### src/kss_pkg.sv
// kss_pkg: shared types, constants and the saturating add for the keyed sum table.
// Depends on nothing; imported by every module of the block.
`default_nettype none

package kss_pkg;

    localparam int KEY_W         = 32;
    localparam int VAL_W         = 32;
    localparam int SUM_W         = 48;
    localparam int TABLE_ENTRIES = 64;

    // One input record beat
    typedef struct packed {
        logic signed [KEY_W-1:0] record_key;
        logic signed [VAL_W-1:0] record_value;
        logic                    last_record;
    } rec_t;

    // One result entry beat
    typedef struct packed {
        logic signed [KEY_W-1:0] entry_key;
        logic signed [SUM_W-1:0] entry_sum;
        logic                    last_entry;
        logic                    overflow;
    } ent_t;

    // Per-cycle command broadcast to every cell
    typedef struct packed {
        logic absorb;   // a record is accepted this cycle
        logic insert;   // the record opens a new entry
        logic pop;      // dump: each cell takes its right neighbor
    } cell_cmd_t;

    typedef enum logic {
        ST_IDLE,
        ST_DUMP
    } state_t;

    // Add a sign-extended value to a sum, clamped to the sum range
    function automatic logic signed [SUM_W-1:0] sat_add(
        input logic signed [SUM_W-1:0] a,
        input logic signed [VAL_W-1:0] b
    );
        logic signed [SUM_W:0] s;
        logic signed [SUM_W-1:0] res;
        s = {a[SUM_W-1], a} + {{(SUM_W+1-VAL_W){b[VAL_W-1]}}, b};
        if (s[SUM_W] != s[SUM_W-1])
        begin
            res = s[SUM_W] ? {1'b1, {(SUM_W-1){1'b0}}} : {1'b0, {(SUM_W-1){1'b1}}};
        end
        else
        begin
            res = s[SUM_W-1:0];
        end
        return res;
    endfunction

endpackage

`default_nettype wire

### src/kss_cell.sv
// kss_cell: one slot of the sorted table; holds a key and its running sum.
// Depends on kss_pkg. Chained left to right inside keyed_sum_sorted_table.
`default_nettype none

module kss_cell
    import kss_pkg::*;
(
    input  wire logic                    clk,
    input  wire cell_cmd_t               cmd,
    input  wire logic                    occupied,
    input  wire logic signed [KEY_W-1:0] rec_key,
    input  wire logic signed [VAL_W-1:0] rec_value,
    input  wire logic                    left_lt,
    input  wire logic signed [KEY_W-1:0] left_key,
    input  wire logic signed [SUM_W-1:0] left_sum,
    input  wire logic signed [KEY_W-1:0] right_key,
    input  wire logic signed [SUM_W-1:0] right_sum,
    output logic                         lt,
    output logic                         eq,
    output logic signed [KEY_W-1:0]      key,
    output logic signed [SUM_W-1:0]      sum
);

    logic signed [KEY_W-1:0] key_reg;
    logic signed [SUM_W-1:0] sum_reg;
    logic signed [KEY_W-1:0] key_next;
    logic signed [SUM_W-1:0] sum_next;

    // Compare the broadcast key against the held one
    assign lt  = occupied && (key_reg < rec_key);
    assign eq  = occupied && (key_reg == rec_key);
    assign key = key_reg;
    assign sum = sum_reg;

    // Accumulate, insert, shift right on insert, shift left on dump
    always_comb
    begin
        key_next = key_reg;
        sum_next = sum_reg;
        if (cmd.pop)
        begin
            key_next = right_key;
            sum_next = right_sum;
        end
        else if (cmd.absorb)
        begin
            if (eq)
            begin
                sum_next = sat_add(sum_reg, rec_value);
            end
            else if (cmd.insert && !lt)
            begin
                if (left_lt)
                begin
                    key_next = rec_key;
                    sum_next = sat_add('0, rec_value);
                end
                else
                begin
                    key_next = left_key;
                    sum_next = left_sum;
                end
            end
        end
    end

    always_ff @(posedge clk)
    begin
        key_reg <= key_next;
        sum_reg <= sum_next;
    end

endmodule

`default_nettype wire

### config.mk
export PLATFORM = sky130hd
export DESIGN_NAME = kss_cell
export DESIGN_NICKNAME = d
export VERILOG_FILES = /design/src/kss_pkg.sv /design/src/kss_cell.sv
export SDC_FILE = /design/constraint.sdc
export NUM_CORES = 1
export LEC_CHECK = 0
export ABC_AREA = 1
export CAP_MARGIN = 40
export CORE_MARGIN = 3
export CORE_UTILIZATION = 45
export CTS_CLUSTER_DIAMETER = 30
export DETAILED_ROUTE_END_ITERATION = 8
export DONT_BUFFER_PORTS = 1
export PLACE_DENSITY = 0.71
export SLEW_MARGIN = 20
export SYNTH_ARGS = -nofsm -noshare
export SYNTH_HDL_FRONTEND = slang
export SYNTH_SLANG_ARGS = --single-unit
### constraint.sdc
create_clock -name clk -period 14.1 [get_ports clk]
set_clock_uncertainty 0.15 [all_clocks]
set_input_delay 1.41 -clock clk [delete_from_list [all_inputs] [get_ports clk]]
set_output_delay 1.41 -clock clk [all_outputs]
set_load 0.02 [all_outputs]
==> results.sh <==
export IMPL_cts_buffers=9
export IMPL_die_y_microns=150
export IMPL_period_share_pct=31.3
export IMPL_cts_sinks=80
export IMPL_place_area_sq_um=9520
export IMPL_crit_fanout=3
export IMPL_p_comb_share_pct=37.3
export IMPL_syn_inst=1427
export IMPL_gp_congestion=0.959
export IMPL_synth_seq_cells=80
export IMPL_die_x_microns=150
export IMPL_synth_most_common_cell="nand2_1"
export IMPL_root_buffer="clkbuf_16"
export IMPL_net_switching_power_mw=0.378
export IMPL_fin_ws_ns=9.68
export IMPL_row_count=51
export IMPL_min_period_ns=4.42
export IMPL_dp_hpwl_microns=25100
export IMPL_start_util_pct=46.7
export IMPL_maxCapViolCount=0
export IMPL_swShare_pct=41.4
export IMPL_synth_fa_ha_area_share_pct=11.0
export IMPL_relSlewSlack_pct=56.2
export IMPL_syn_area_sq_um=9270
export IMPL_io_pins=312
export IMPL_netlist_top_cells_area="edfxtp_1 (26%), nand2_1 (17%), ha_1 (11%)"
export IMPL_yosysUniqueCellTypes=42
export IMPL_outcome="completed"
export IMPL_seqPwrFrac_pct=37.5
export IMPL_grt_max_degree=84
export IMPL_num_antenna_cells=0
export IMPL_crit_required_ns=12.54
export IMPL_vias_per_cell=5.45
export IMPL_crit_path_end_kind="output port"
export IMPL_synth_top_family_by_area="simple AND/OR/NAND/NOR gates"
export IMPL_post_drt_wl_per_cell_microns=18.4
export IMPL_dr_pass1_iters=5
export IMPL_nNetsFinal=1715
export IMPL_path_class="input port to output port"
export IMPL_synth_fp_nets=1738
export IMPL_rr_worst_depth=11
export IMPL_holdWs_ns=0.831
export IMPL_synth_compound_area_share_pct=15.2
export IMPL_power_density_nw_per_um2=92.9
export IMPL_ys_seq_area_share_pct=25.9
export IMPL_clk_latency_ns=0.36
export IMPL_dp_cells=1657
export IMPL_rsz0062_at_grt="false"
export IMPL_hold_path_endpoint="sum[0]$_DFFE_PP_"
export IMPL_setup_tns_ns=0
export IMPL_fin_area_sq_um=9830
export IMPL_cts_path_max_buffers=2
export IMPL_finalNonFillerCells=1674
export IMPL_clock_power_share_pct=25.3
export IMPL_synth_edf_count=80
export IMPL_synth_top_area_share_pct=25.9
export IMPL_yosysWarningCount=0
export IMPL_utilization_pct=49.5
export IMPL_ant_nets=0
export IMPL_postCtsResizedCells=0
export IMPL_min_path_type="flop to flop"
export IMPL_grt_pass1_wl_microns=47100
export IMPL_startpoint_type="input port"
export IMPL_drive_gt1_share_pct=4.12
export IMPL_drcViolationCount=0
export IMPL_antenna_found_initial=0
export IMPL_cts_setup_buffers=0
export IMPL_vdd_ir_drop_max_mv=0.0591
export IMPL_internal_power_mw=0.535
export IMPL_yosys_area_share_simple_pct=34.9
export IMPL_min_delay_start="sum[0]$_DFFE_PP_"
export IMPL_muxShareOfSynthArea_pct=0
export IMPL_cts_tree="built"
export IMPL_synth_xor_area_share_pct=3.40
export IMPL_path_clk_slew_ns=0.06
export IMPL_finalSetupViolations=0
export IMPL_wl_microns=30900
export IMPL_cts_max_level=3
export IMPL_synth_commonest_cells="nand2_1 (410), nor2_1 (191), inv_1 (176)"
export IMPL_overflow=0
export IMPL_core_area_sq_um=19800
export IMPL_grt_usage_pct=27.0
export IMPL_pre_cts_ws_ns=9.48
export IMPL_reg2reg_to="sum[24]$_DFFE_PP_"
export IMPL_largest_reg_flops=48
export IMPL_arrival_ns=2.86
export IMPL_avgSynthCellArea_sq_um=6.50
export IMPL_fmax_ghz=0.226
export IMPL_async_flop_share_pct=0
export IMPL_vias=9118
export IMPL_power_mw=0.913
export IMPL_ctsHoldBuffers=0
export IMPL_dieArea_sq_um=22400
export IMPL_drt_iter0_markers=550
export IMPL_synth_top_flop_cell="edfxtp_1"
export IMPL_hold_viol=0
export IMPL_io_buffers=0
export IMPL_r2r_slack_ns=10.39
export IMPL_hold_path_depth=5
export IMPL_area_delta_synth_final_pct=6.01
export IMPL_p_leak_nw=4.63
export IMPL_fillers=2118
export IMPL_drv_slew=0
export IMPL_r2r_start="key[13]$_DFFE_PP_"
export IMPL_synth_area_leader_cell="edfxtp_1"
export IMPL_tightest_slew_ns=0.656
export IMPL_grt_pass1_vias=9023
## critical path, stage by stage
cell and delay, ns:
inv_1 0.03, ha_1 0.32, nand2_1 0.11, nor2_1 0.16, nand4_1 0.15, nor4_1 0.20, nand2_1 0.12, nand3_1 0.08
nand3_1 0.10, inv_1 0.18
## placed cells by master, fill, tap and decap left out, types with 2 or more instances in the layout
master and n:
o21bai_1 21, nor2_2 7, xnor2_1 9, xor2_1 27
clkinvlp_4 2, o211a_1 2, nand2_2 10, a21boi_0 3
inv_1 176, and2_1 2, buf_4 4, clkinv_1 3
inv_2 4, clkbuf_16 9, ha_1 80, nor4_1 3
nand3b_1 33, nand3_1 60, nand3b_2 3, o31ai_1 29
o211ai_1 2, or2_1 2, nand2_1 410, clkinv_4 2
o21ai_0 31, edfxtp_1 80, inv_6 2, nor2_1 191
buf_16 4, a31oi_1 3, nor3_1 12, nand4_1 20
or2_2 4, a21oi_1 148
## how the worst max path moves through the flow
stage	startpoint	endpoint	slack, ns	cells past startpoint
floorplan	rec_key[31]	sum[0]$_DFFE_PP_	8.38	12
global placement	rec_key[11]	sum[30]$_DFFE_PP_	9.54	12
detailed placement	rec_key[13]	sum[26]$_DFFE_PP_	9.48	12
CTS	rec_key[31]	lt	9.67	10
global route	rec_key[31]	lt	9.52	10
finish	rec_key[31]	lt	9.68	10
## layout make-up
| class | count | area [sq um] | share of cell area, % |
|---|---|---|---|
| Multi-Input combinational cell | 1123 | 5990 | 61.0 |
| Sequential cell | 80 | 2400 | 24.4 |
| Inverter | 182 | 683 | 6.95 |
| Tap cell | 265 | 332 | 3.37 |
| Clock buffer | 9 | 225 | 2.29 |
| Timing Repair Buffer | 8 | 140 | 1.43 |
| Clock inverter | 7 | 53.8 | 0.547 |
## cell families (layout without fill, tap and decap cells)
group	after synthesis	after routing
flip-flops	80	80
buffers and inverters	224	206
AND/OR/NAND/NOR	760	760
adder cells (fa/ha/maj)	81	81
XOR/XNOR	36	36
AO/OA/AOI/OAI	246	246
## metal layers
metal  routed length (microns)  up-vias  GRT usage [%]
met4                       822        0           8.05
met5                         0        -              0
met1                     12400     4097           31.9
met3                      2410       44           6.45
li1                          -     4649              -
met2                     15200      328           48.4
## power groups by stage
stage | logic [mW] | registers (mW) | clock network, mW
2_1_floorplan | 0.261 | 0.340 | 0
3_3_place_gp | 0.335 | 0.348 | 0
3_5_place_dp | 0.337 | 0.348 | 0
4_1_cts | 0.339 | 0.343 | 0.235
5_1_grt | 0.386 | 0.345 | 0.243
6_report | 0.340 | 0.342 | 0.231
Power figures use the tool's default switching activity.
